## src/sv/sbd_pkg.sv

```systemverilog
// ----------------------------------------------------------------------------
// sbd_pkg: scaler bank decoder shared definitions
// Status codes, register indexes, header constants and payload word layout.
// ----------------------------------------------------------------------------
package sbd_pkg;

    typedef enum logic [1:0] {
        STATUS_OK            = 2'd0,
        STATUS_DISABLED      = 2'd1,
        STATUS_NO_PAYLOAD    = 2'd2,
        STATUS_SLOT_MISMATCH = 2'd3
    } status_t;

    // register indexes on the config port
    localparam logic [1:0] CFG_ENABLE  = 2'd0;
    localparam logic [1:0] CFG_SLOT    = 2'd1;
    localparam logic [1:0] CFG_SOURCE  = 2'd2;
    localparam logic [1:0] CFG_CHANNEL = 2'd3;

    // counter source codes
    localparam logic [1:0] SRC_REF  = 2'd0;
    localparam logic [1:0] SRC_TRIG = 2'd1;
    localparam logic [1:0] SRC_TDC  = 2'd2;

    localparam int PAYLOAD_WORDS = 67;
    localparam int CHANNELS      = 16;
    localparam int IDX_W         = 7;

    localparam logic [31:0] HDR_MASK   = 32'hFFFF_0000;
    localparam logic [31:0] HDR_MAGIC  = 32'hDCA0_0000;
    localparam logic [4:0]  BLOCK_TYPE = 5'h10;

    // word positions relative to the payload header
    localparam logic [IDX_W-1:0] REL_TRIG_GATED   = 7'd1;
    localparam logic [IDX_W-1:0] REL_TDC_GATED    = 7'(1 + CHANNELS);
    localparam logic [IDX_W-1:0] REL_TRIG_UNGATED = 7'(1 + 2 * CHANNELS);
    localparam logic [IDX_W-1:0] REL_TDC_UNGATED  = 7'(1 + 3 * CHANNELS);
    localparam logic [IDX_W-1:0] REL_REF_GATED    = 7'(PAYLOAD_WORDS - 2);
    localparam logic [IDX_W-1:0] REL_REF_UNGATED  = 7'(PAYLOAD_WORDS - 1);
    localparam logic [IDX_W-1:0] IDX_MAX          = 7'h7F;

endpackage

```

## src/sv/scaler_bank_decoder_core.sv

```systemverilog
// ----------------------------------------------------------------------------
// scaler_bank_decoder_core: scaler bank header and counter decoder
// Follows two candidate payload starts through a word stream and reports the
// selected counter pair of the first sane payload at the end of each bank.
// ----------------------------------------------------------------------------
//
//  Channel  Direction  Handshake            Payload
//  -------  ---------  -------------------  -----------------------------------
//  cfg      in         cfg_write            cfg_index, cfg_data
//  in       in         in_valid / in_stall  bank_word, last_word
//  out      out        out_valid/out_stall  status, found_slot, payload_offset,
//                                           gated_count, ungated_count
//
//  One word request per cycle sustained. A word sits in the input register
//  until it moves on, then updates the probe state; a last word loads the result
//  register in that same cycle, and out_valid comes from the result register.
//  Reset clears config, bank state and both valid flags.
//  in_stall rises only when a last word is held while an earlier result is
//  still stalled in the output register; ordinary words never wait.
//
module scaler_bank_decoder_core #(
    parameter int SECOND_PROBE_OFFSET = 2   // 1..7
) (
    input  logic             clk,
    input  logic             rst_n,
    input  logic             cfg_write,
    input  logic [1:0]       cfg_index,
    input  logic [7:0]       cfg_data,
    input  logic             in_valid,
    output logic             in_stall,
    input  logic [31:0]      bank_word,
    input  logic             last_word,
    output logic             out_valid,
    input  logic             out_stall,
    output sbd_pkg::status_t status,
    output logic [7:0]       found_slot,
    output logic [2:0]       payload_offset,
    output logic [31:0]      gated_count,
    output logic [31:0]      ungated_count
);
    import sbd_pkg::*;

    // probe 0 starts at word 0, probe 1 at the second offset
    localparam logic [1:0][IDX_W-1:0] START = {7'(SECOND_PROBE_OFFSET), 7'd0};
    localparam logic [1:0][2:0] START_OUT = {3'(SECOND_PROBE_OFFSET), 3'd0};

    // config registers
    logic       enable_reg;
    logic [7:0] wanted_slot_reg;
    logic [1:0] source_reg;
    logic [3:0] channel_reg;

    // input register
    logic        in_v_reg;
    logic [31:0] word_reg;
    logic        last_reg;

    // bank state
    logic [IDX_W-1:0] word_idx_reg,  word_idx_next;
    logic [31:0]      first_word_reg, first_word_next;
    logic [1:0]       hdr_ok_reg,    hdr_ok_next;
    logic [7:0]       slot_reg   [2];
    logic [7:0]       slot_next  [2];
    logic [31:0]      ref_g_reg  [2];
    logic [31:0]      ref_g_next [2];
    logic [31:0]      ref_u_reg  [2];
    logic [31:0]      ref_u_next [2];
    logic [31:0]      sel_g_reg  [2];
    logic [31:0]      sel_g_next [2];
    logic [31:0]      sel_u_reg  [2];
    logic [31:0]      sel_u_next [2];

    // result register
    logic        out_v_reg;
    status_t     status_reg,   status_next;
    logic [7:0]  fslot_reg,    fslot_next;
    logic [2:0]  offset_reg,   offset_next;
    logic [31:0] gcount_reg,   gcount_next;
    logic [31:0] ucount_reg,   ucount_next;

    logic             advance;
    logic             finish;
    logic             in_take;
    logic [IDX_W-1:0] gsel;
    logic [IDX_W-1:0] usel;
    logic [IDX_W-1:0] rel   [2];
    logic [1:0]       sane;

    // a held word moves on unless it is a last word blocked by a waiting result
    assign advance  = in_v_reg && (!last_reg || !out_v_reg || !out_stall);
    assign finish   = advance && last_reg;
    assign in_stall = in_v_reg && !advance;
    assign in_take  = in_valid && !in_stall;

    // counter positions picked by the source and channel registers
    always_comb
    begin
        case (source_reg)
            SRC_TRIG:
            begin
                gsel = REL_TRIG_GATED + {3'd0, channel_reg};
                usel = REL_TRIG_UNGATED + {3'd0, channel_reg};
            end
            SRC_TDC:
            begin
                gsel = REL_TDC_GATED + {3'd0, channel_reg};
                usel = REL_TDC_UNGATED + {3'd0, channel_reg};
            end
            default:
            begin
                gsel = REL_REF_GATED;
                usel = REL_REF_UNGATED;
            end
        endcase
    end

    // per-probe capture of header, references and selected counters
    always_comb
    begin
        first_word_next = (word_idx_reg == '0) ? word_reg : first_word_reg;
        word_idx_next   = (word_idx_reg == IDX_MAX) ? word_idx_reg : word_idx_reg + 7'd1;
        for (int k = 0; k < 2; k++)
        begin
            hdr_ok_next[k] = hdr_ok_reg[k];
            slot_next[k]   = slot_reg[k];
            ref_g_next[k]  = ref_g_reg[k];
            ref_u_next[k]  = ref_u_reg[k];
            sel_g_next[k]  = sel_g_reg[k];
            sel_u_next[k]  = sel_u_reg[k];
            rel[k]         = word_idx_reg - START[k];
            if (word_idx_reg >= START[k])
            begin
                if (rel[k] == '0)
                begin
                    if ((word_reg & HDR_MASK) == HDR_MAGIC)
                    begin
                        hdr_ok_next[k] = 1'b1;
                        slot_next[k]   = word_reg[15:8];
                    end
                    else if (START[k] != '0 && first_word_reg[31:27] == BLOCK_TYPE)
                    begin
                        // block header in word 0 carries a 5-bit slot
                        hdr_ok_next[k] = 1'b1;
                        slot_next[k]   = {3'd0, first_word_reg[26:22]};
                    end
                end
                else
                begin
                    if (rel[k] == REL_REF_GATED)
                        ref_g_next[k] = word_reg;
                    if (rel[k] == REL_REF_UNGATED)
                        ref_u_next[k] = word_reg;
                    if (rel[k] == gsel)
                        sel_g_next[k] = word_reg;
                    if (rel[k] == usel)
                        sel_u_next[k] = word_reg;
                end
            end
        end
    end

    // winner pick on the state as updated by the current word
    always_comb
    begin
        for (int k = 0; k < 2; k++)
        begin
            sane[k] = hdr_ok_next[k]
                   && (word_idx_reg >= START[k] + REL_REF_UNGATED)
                   && (ref_u_next[k] != '0)
                   && (ref_u_next[k] >= ref_g_next[k]);
        end
        status_next = STATUS_OK;
        fslot_next  = '0;
        offset_next = '0;
        gcount_next = '0;
        ucount_next = '0;
        if (!enable_reg)
            status_next = STATUS_DISABLED;
        else if (sane == 2'b00)
            status_next = STATUS_NO_PAYLOAD;
        else if (sane[0])
        begin
            fslot_next  = slot_next[0];
            offset_next = START_OUT[0];
            if (slot_next[0] != wanted_slot_reg)
                status_next = STATUS_SLOT_MISMATCH;
            else
            begin
                gcount_next = sel_g_next[0];
                ucount_next = sel_u_next[0];
            end
        end
        else
        begin
            fslot_next  = slot_next[1];
            offset_next = START_OUT[1];
            if (slot_next[1] != wanted_slot_reg)
                status_next = STATUS_SLOT_MISMATCH;
            else
            begin
                gcount_next = sel_g_next[1];
                ucount_next = sel_u_next[1];
            end
        end
    end

    // control and bank state
    always_ff @(posedge clk or negedge rst_n)
    begin
        if (!rst_n)
        begin
            enable_reg      <= 1'b0;
            wanted_slot_reg <= '0;
            source_reg      <= SRC_REF;
            channel_reg     <= '0;
            in_v_reg        <= 1'b0;
            out_v_reg       <= 1'b0;
            word_idx_reg    <= '0;
            first_word_reg  <= '0;
            hdr_ok_reg      <= '0;
            for (int k = 0; k < 2; k++)
            begin
                slot_reg[k]  <= '0;
                ref_g_reg[k] <= '0;
                ref_u_reg[k] <= '0;
                sel_g_reg[k] <= '0;
                sel_u_reg[k] <= '0;
            end
        end
        else
        begin
            if (cfg_write)
            begin
                case (cfg_index)
                    CFG_ENABLE:  enable_reg      <= cfg_data[0];
                    CFG_SLOT:    wanted_slot_reg <= cfg_data;
                    CFG_SOURCE:  source_reg      <= cfg_data[1:0];
                    CFG_CHANNEL: channel_reg     <= cfg_data[3:0];
                    default:     enable_reg      <= enable_reg;
                endcase
            end
            if (in_take)
                in_v_reg <= 1'b1;
            else if (advance)
                in_v_reg <= 1'b0;
            if (finish)
                out_v_reg <= 1'b1;
            else if (!out_stall)
                out_v_reg <= 1'b0;
            if (advance)
            begin
                // last word closes the bank
                word_idx_reg   <= last_reg ? '0 : word_idx_next;
                first_word_reg <= last_reg ? '0 : first_word_next;
                hdr_ok_reg     <= last_reg ? '0 : hdr_ok_next;
                for (int k = 0; k < 2; k++)
                begin
                    slot_reg[k]  <= last_reg ? '0 : slot_next[k];
                    ref_g_reg[k] <= last_reg ? '0 : ref_g_next[k];
                    ref_u_reg[k] <= last_reg ? '0 : ref_u_next[k];
                    sel_g_reg[k] <= last_reg ? '0 : sel_g_next[k];
                    sel_u_reg[k] <= last_reg ? '0 : sel_u_next[k];
                end
            end
        end
    end

    // payload registers
    always_ff @(posedge clk)
    begin
        if (in_take)
        begin
            word_reg <= bank_word;
            last_reg <= last_word;
        end
        if (finish)
        begin
            status_reg <= status_next;
            fslot_reg  <= fslot_next;
            offset_reg <= offset_next;
            gcount_reg <= gcount_next;
            ucount_reg <= ucount_next;
        end
    end

    assign out_valid      = out_v_reg;
    assign status         = status_reg;
    assign found_slot     = fslot_reg;
    assign payload_offset = offset_reg;
    assign gated_count    = gcount_reg;
    assign ungated_count  = ucount_reg;

    // stall only ever holds a pending word
    a_stall_needs_word: assert property (@(posedge clk) disable iff (!rst_n)
        in_stall |-> (in_v_reg && last_reg && out_v_reg))
        else $error("input stalled without a blocked last word");

    // bank state restarts after every last word
    a_bank_cleared: assert property (@(posedge clk) disable iff (!rst_n)
        finish |=> (word_idx_reg == '0 && hdr_ok_reg == 2'b00 && out_v_reg))
        else $error("bank state not cleared after last word");

    // counts only leave on a good result
    a_counts_zero: assert property (@(posedge clk) disable iff (!rst_n)
        (out_v_reg && status_reg != STATUS_OK) |-> (gcount_reg == '0 && ucount_reg == '0))
        else $error("nonzero counts on an error result");

    // no winner means no slot and no offset
    a_no_winner: assert property (@(posedge clk) disable iff (!rst_n)
        (out_v_reg && (status_reg == STATUS_DISABLED || status_reg == STATUS_NO_PAYLOAD))
        |-> (fslot_reg == '0 && offset_reg == '0))
        else $error("slot or offset reported without a winner");

endmodule

```

## config.mk

```make
export PLATFORM = sky130hd
export DESIGN_NAME = scaler_bank_decoder_core
export DESIGN_NICKNAME = d
export VERILOG_FILES = /design/src/sv/sbd_pkg.sv /design/src/sv/scaler_bank_decoder_core.sv
export SDC_FILE = /design/constraint.sdc
export NUM_CORES = 1
export LEC_CHECK = 0
export BUFFER_PORTS_ARGS = -buffer_cell sky130_fd_sc_hd__buf_2
export CORE_MARGIN = 1.5
export CORE_UTILIZATION = 41
export CTS_CLUSTER_SIZE = 10
export DETAILED_ROUTE_END_ITERATION = 16
export GPL_TIMING_DRIVEN = 0
export REMOVE_ABC_BUFFERS = 1
export SYNTH_ARGS = -nofsm -noshare
export SYNTH_HDL_FRONTEND = slang
export SYNTH_SLANG_ARGS = --single-unit
```

## constraint.sdc

```tcl
create_clock -name clk -period 5.75 [get_ports clk]
set_clock_uncertainty 0.1 [all_clocks]
set_input_delay 0.8625 -clock clk [delete_from_list [all_inputs] [get_ports clk]]
set_output_delay 0.8625 -clock clk [all_outputs]
set_load 0.02 [all_outputs]
```

After elaboration in Yosys (flattened, before gate mapping)
Cells that the tools add are included.
Widths: inputs -> output; s select.
- $add $sub $neg: 6
- magnitude comparators: 6
- equal/unequal tests: 20
- mux-type cells: 71
- bitwise operators: 1
- reduce and logical (&&, ||, !) cells: 32
- operators with widths (cell ; number):
    $mux 32 ; 40
    $mux 8 ; 10
    $ge 32x32->1 ; 2
    $reduce_bool 32->1 ; 2
    $eq 7x7->1 const B ; 5
    $eq 7x7->1 ; 4
    $pmux 7 s2 ; 2
    $eq 16x16->1 const B ; 1
    $ne 8x8->1 ; 2
    $add 6x4->7 const A ; 2
    $ge 7x7->1 const B ; 2
    $logic_not 7->1 ; 2
    $mux 7 ; 2
    $mux 2 ; 6
    $reduce_and 2->1 ; 6
    $mux 1 ; 11
    $logic_and 1x1->1 ; 10
    $add 7x1->7 const B ; 1
    $ge 7x1->1 const B ; 1
    $ge 7x2->1 const B ; 1
    $sub 7x2->7 const B ; 1
    $add 5x4->6 const A ; 1
    $eq 2x2->1 const B ; 3
    $add 1x4->5 const A ; 1
    other kinds (10) ; 18
- register bits: 440
- input port bits: 48

Longest topological paths before layout
- word-level depth: 10
- gate-level depth with buffers: 21
- gate-level depth less buffers: 16

Least setup slack after synthesis
No wires, ideal clock.
- path type: register to register
- start: reg word_idx_reg[1]
- end: reg gcount_reg[23] (netlist: gated_count[23]) (data pin)
- arrival: 4.654 ns
- data required time: 5.375 ns
- path slack: 0.721 ns
- stages on the path, launching flop included: 21
- clock period less this slack: 5.029 ns
- cell sequence: dfrtp_1 -> buf_2 -> inv_1 -> ha_1 -> or2_2 -> a221oi_1 -> o311a_1 -> buf_2 -> and2_1 -> clkbuf_1 -> clkbuf_1 -> mux2_2 -> ha_1 -> a21oi_1 -> nand2_1 -> a2111oi_0 -> o21ai_0 -> a41oi_1 -> a2111o_1 -> clkbuf_1 -> o22ai_1
- cells in the longest elaborated chain, start to end: 10
- RTL lines (element ; RTL line ; source):
    from (decl) ; scaler_bank_decoder_core.sv:59 ; logic [IDX_W-1:0] word_idx_reg, word_idx_next;
    from (signal assigned) ; scaler_bank_decoder_core.sv:253 ; word_idx_reg <= last_reg ? '0 : word_idx_next;
    branches (longest 10 deep; another with $ge 32x32->1) ; -- ;
    to (signal assigned) ; scaler_bank_decoder_core.sv:281 ; gcount_reg <= gcount_next;
    to (decl) ; scaler_bank_decoder_core.sv:78 ; logic [31:0] gcount_reg, gcount_next;
Several ways; the timed one is not identified.
A chain may end at the register's enable or synchronous reset.

Worst setup path after layout
- start: reg word_idx_reg[1]
- end: reg gcount_reg[28] (netlist: gated_count[28]) (data pin)
The elaborated chain is that of the path after synthesis.

==> results.md <==
- The flow ran to the end, and the final reports show no timing, DRC or antenna violations.
- The first global-routing pass estimated 95700 um of wire.
- The total iterations of the first detailed-routing run is 5.
- After clock tree synthesis, the clock-pin slew on the worst setup and hold paths is approximately 60 ps.
- After legalization and detailed placement, the total HPWL measured 39100 um.
- The number of global-route vias before repair is around 16000.
- The clock root buffer is sky130_fd_sc_hd__clkbuf_16.
- The internal portion of the total power is 5.26 mW.
- Counting flops with a built-in enable in the synthesized netlist gives 108.
- The later pin in the worst-skew pair is clocked with a latency of 610 ps.
- Each instance of the synthesized netlist takes up on average 11.4 sq um.
- The reported leakage power is 10.6 nW.
- The remaining antenna violation count after routing is 0.
- The sequential fraction of design power is 46.0%.
- The power dissipated by switching net loads is 2.10 mW.
- In this run the worst path has a maximum fanout of 34.
- The combined area of all synthesized cells is around 22000 sq um.
- Setup violations remaining at the end of the flow were counted as 0.
- The part of the total power dissipated in combinational logic is ~14%.
- The power density over the cells is 293 nW/um^2.
- The worst path required time is 6060 ps.
- Net switching is around 29% of the power.
- The first routing iteration left 1222 violations.
- The number of failing hold endpoints at the final stage is 0.
- The horizontal die dimension is between 200 and 250 um.
- The detail-routed via count per cell is 5.95.
- In this run the core area contains 84 standard-cell rows.
- At the worst endpoint, the arrival time is approximately 5800 ps.
- The final critical delay including setup and external delays is 5500 ps.
- The clock group share of total power is roughly 41%.
- The total length of routed wires is 62100 um.
- The worst setup path is of the flip-flop to flip-flop kind.
- STA classifies the critical path startpoint as a flip-flop.
- The share of flip-flops with an asynchronous set or reset after synthesis is about three quarters.
- The share of cells above drive strength 1 is roughly a quarter.
- Among all flip-flop cells after synthesis, the most frequent one is sky130_fd_sc_hd__dfrtp_1.
- The H-tree was split into 2 levels.
- For this configuration, the core starts out at a cell density of 41.4%.
- Tracing the worst setup path back leads to its startpoint at word_idx_reg[1].
- The layout net count is 2098.
- For this run, the number of Yosys warnings is 0.
- VDD sags by at most 214 uV.
- The TritonCTS clock tree is built.
- The startpoint identified for the worst register-to-register timing path is word_idx_reg[1].
- The post-route clock period utilization is around 96%.
- During placement, the flow inserted port buffers numbering 124.
- The deepest clock path buffer count is 3.
- The tool flagged a number of max-cap violations equal to 0.
- The highest achievable clock rate is 182 MHz.
- In this run the tightest slew margin relative to its limit is about 24%.
- The area of the die is 54500 sq um.
- The number of antenna violations at the first check in global routing is 0.
- The total area inside the core boundary comes to 52600 sq um.
- The number of CTS-inserted buffers is 50.
- The global placer's final weighted congestion is 0.888.
- At the pin with the least slew margin, the transition time is approximately 1100 ps.
- Entering global routing, the biggest net connects 102 pins.
- The multi-input combinational cells in the finished layout cover a total of 10300 sq um.
- The final instance count without filler cells is between 2000 and 3000.
- The aggregate global-route resource usage is a little under a quarter.
- The area growth from synthesis to final layout is 15.4%.
- The total number of clock tree sinks is 416.
- The detail-routed net length per standard cell is approximately 23 um.
- The number of standard cells after synthesis is 1904.
- The total global routing overflow is 0.
- The die outline height is 233 um.
- The count of unresolved DRC violations after routing is 0.
- The element type at the critical path end is a flip-flop.
- The total placed cells including tap cells is 2597.
- Setup repair after global routing left no endpoint under its margin.
- The number of I/O pins is 127.
- The final max-slew violation count is 0.
- The number of inserted filler cells in the final layout is 4716.
- The count of hold buffers inserted by post-cts repair is 0.
- Registers take about 11000 sq um.
- For this run, the register share of the synthesized area comes to roughly half.
- The total inserted antenna cells is 0.
- The netlist uses 74 different library cells.
- Summing internal, switching and leakage power gives 7.36 mW.
- Synthesis inferred 416 register bits.
- The path class of the tightest hold or removal check is primary input to asynchronous set/reset pin.
- The detailed router placed 16066 vias in this run.
cells in the mapped netlist (4+ instances only):
| cell type | instances | area, sq um |
|---|---|---|
| sky130_fd_sc_hd__or3_1 | 5 | 31.3 |
| sky130_fd_sc_hd__dfrtp_1 | 308 | 7710 |
| sky130_fd_sc_hd__o22ai_2 | 40 | 500 |
| sky130_fd_sc_hd__nand2_1 | 196 | 736 |
| sky130_fd_sc_hd__o21ai_0 | 122 | 611 |
| sky130_fd_sc_hd__nand4_1 | 20 | 125 |
| sky130_fd_sc_hd__nor3b_1 | 6 | 45.0 |
| sky130_fd_sc_hd__edfxtp_1 | 108 | 3240 |
| sky130_fd_sc_hd__nand3b_1 | 4 | 30.0 |
| sky130_fd_sc_hd__nor4_1 | 32 | 200 |
| sky130_fd_sc_hd__a21oi_1 | 42 | 210 |
| sky130_fd_sc_hd__a41oi_1 | 4 | 35.0 |
| sky130_fd_sc_hd__and4_1 | 6 | 52.6 |
| sky130_fd_sc_hd__mux2_2 | 144 | 1620 |
| sky130_fd_sc_hd__a211oi_1 | 11 | 82.6 |
| sky130_fd_sc_hd__a22o_1 | 186 | 1630 |
| sky130_fd_sc_hd__buf_1 | 4 | 15.0 |
| sky130_fd_sc_hd__nor4b_1 | 4 | 35.0 |
| sky130_fd_sc_hd__nand3_1 | 30 | 150 |
| sky130_fd_sc_hd__xnor2_1 | 15 | 131 |
| sky130_fd_sc_hd__o22ai_1 | 27 | 169 |
| sky130_fd_sc_hd__a21o_1 | 11 | 82.6 |
| sky130_fd_sc_hd__nand2b_1 | 18 | 113 |
| sky130_fd_sc_hd__buf_2 | 27 | 135 |
| sky130_fd_sc_hd__xor2_1 | 9 | 78.8 |
| sky130_fd_sc_hd__o21a_1 | 4 | 30.0 |
| sky130_fd_sc_hd__inv_1 | 17 | 63.8 |
| sky130_fd_sc_hd__and2_1 | 11 | 68.8 |
| sky130_fd_sc_hd__and3_1 | 11 | 68.8 |
| sky130_fd_sc_hd__a31oi_1 | 5 | 31.3 |
| sky130_fd_sc_hd__nor2_1 | 35 | 131 |
| sky130_fd_sc_hd__ha_1 | 75 | 938 |
| sky130_fd_sc_hd__buf_6 | 7 | 78.8 |
| sky130_fd_sc_hd__clkbuf_1 | 121 | 454 |
| sky130_fd_sc_hd__o31ai_1 | 7 | 52.6 |
| sky130_fd_sc_hd__nor2b_1 | 23 | 144 |
| sky130_fd_sc_hd__mux2i_1 | 136 | 1360 |
| sky130_fd_sc_hd__a221oi_1 | 7 | 61.3 |
| sky130_fd_sc_hd__nor3_1 | 9 | 45.0 |
| sky130_fd_sc_hd__o211ai_1 | 6 | 45.0 |
timing repair:
action                                  in CTS  in global routing
gates cloned                                 2                  0
pin swaps                                    3                  1
setup buffers                                3                  9
endpoints found under the setup margin      75                 67
gates resized for setup                     10                 11
worst paths after layout:
| kind | endpoint | slack [ps] | depth (start not counted) |
|---|---|---|---|
| min in group clk | word_reg[14] | 330 | 1 |
| worst max register to register | gated_count[28] | 250 | 17 |
| max in group asynchronous | slot_reg[10] | 4180 | 3 |
| worst min-delay path | ref_g_reg[34] | 100 | 1 |
| worst min register to register | sel_u_reg[13] | 380 | 2 |
| worst max-delay path | gated_count[28] | 250 | 17 |
metal layers:
metal,vias to the layer above,GRT usage (%),wire (um)
met1,8163,31.6,28100
met3,89,3.89,3710
met4,0,6.67,1410
met2,510,36.6,28900
met5,-,0,0
li1,7304,-,-
metrics by stage:
| step | setup WS, ps | area, sq um | TNS (ps) | hold WS (ps) | utilization (%) |
|---|---|---|---|---|---|
| global route | 38.3 | 25100 | 0 | 142 | 47.8 |
| detailed placement | -797 | 23400 | -44760 | 369 | 44.6 |
| CTS | 18.4 | 25000 | 0 | 105 | 47.6 |
| finish | 248 | 25100 | 0 | 103 | 47.8 |
| global placement | -8070 | 22600 | -2666810 | 357 | 42.9 |
| floorplan | -3490 | 21100 | -440000 | 342 | - |
cell usage in the layout, fill, tap and decap left out, drive strengths merged, types with 5 or more instances in the layout:
master  instances
clkbuf         85
o21ai         126
a211oi         11
nor2           35
a22o          186
a21o           11
ha             75
o22ai          67
and2           12
nand3          31
a31oi           5
nor2b          23
mux2          144
buf           177
a221oi          7
and3           12
o31ai           7
o211ai          6
nand2         196
edfxtp        108
xnor2          15
mux2i         136
or3             5
xor2            9
dfrtp         308
nor3           10
inv            18
nand2b         18
and4            6
a21oi          42
nor3b           6
nor4           33
nand4          20
power groups by stage:
| stage | Combinational, mW | Clock [mW] | Sequential (mW) |
|---|---|---|---|
| 2_1_floorplan | 0.578 | 0 | 3.36 |
| 3_3_place_gp | 0.870 | 0 | 3.43 |
| 3_5_place_dp | 0.945 | 0 | 3.43 |
| 4_1_cts | 0.964 | 3.04 | 3.38 |
| 5_1_grt | 1.07 | 3.15 | 3.40 |
| 6_report | 0.990 | 2.98 | 3.39 |
critical path: stages (launching register included):
cell and delay (ps):
sky130_fd_sc_hd__dfrtp_2 530, sky130_fd_sc_hd__clkinvlp_4 180, sky130_fd_sc_hd__ha_1 270, sky130_fd_sc_hd__or2_2 330
sky130_fd_sc_hd__a221oi_4 340, sky130_fd_sc_hd__o311ai_4 240, sky130_fd_sc_hd__a211oi_4 300, sky130_fd_sc_hd__buf_4 260
sky130_fd_sc_hd__buf_8 190, sky130_fd_sc_hd__mux2i_1 110, sky130_fd_sc_hd__ha_1 370, sky130_fd_sc_hd__nand4_1 170
sky130_fd_sc_hd__nor4_1 440, sky130_fd_sc_hd__a41oi_2 240, sky130_fd_sc_hd__a2111o_2 490, sky130_fd_sc_hd__buf_12 200
sky130_fd_sc_hd__buf_12 200, sky130_fd_sc_hd__o22ai_1 300
final cells by class:
class | count | share of cell area [%]
tap | 688 | 3.43
clock inverter | 6 | 0.299
inverter | 18 | 0.299
timing repair buffer | 177 | 5.63
clock buffer | 85 | 5.70
sequential | 416 | 43.6
multi-input combinational | 1312 | 41.1
logic make-up (layout without fill, tap and decap cells):
group                    count (synthesis)  in the layout  share of synthesized area [%]
AND/OR/NAND/NOR                        420            422                           9.46
other                                    1              2                         0.0172
AO/OA/AOI/OAI                          509            509                           17.7
buffers and inverters                  179            286                           3.52
adder cells (fa/ha/maj)                 75             75                           4.31
flip-flops                             416            416                           50.3
XOR/XNOR                                24             24                          0.965
multiplexers                           280            280                           13.7
Note: power is estimated with default switching activity, not from simulation.
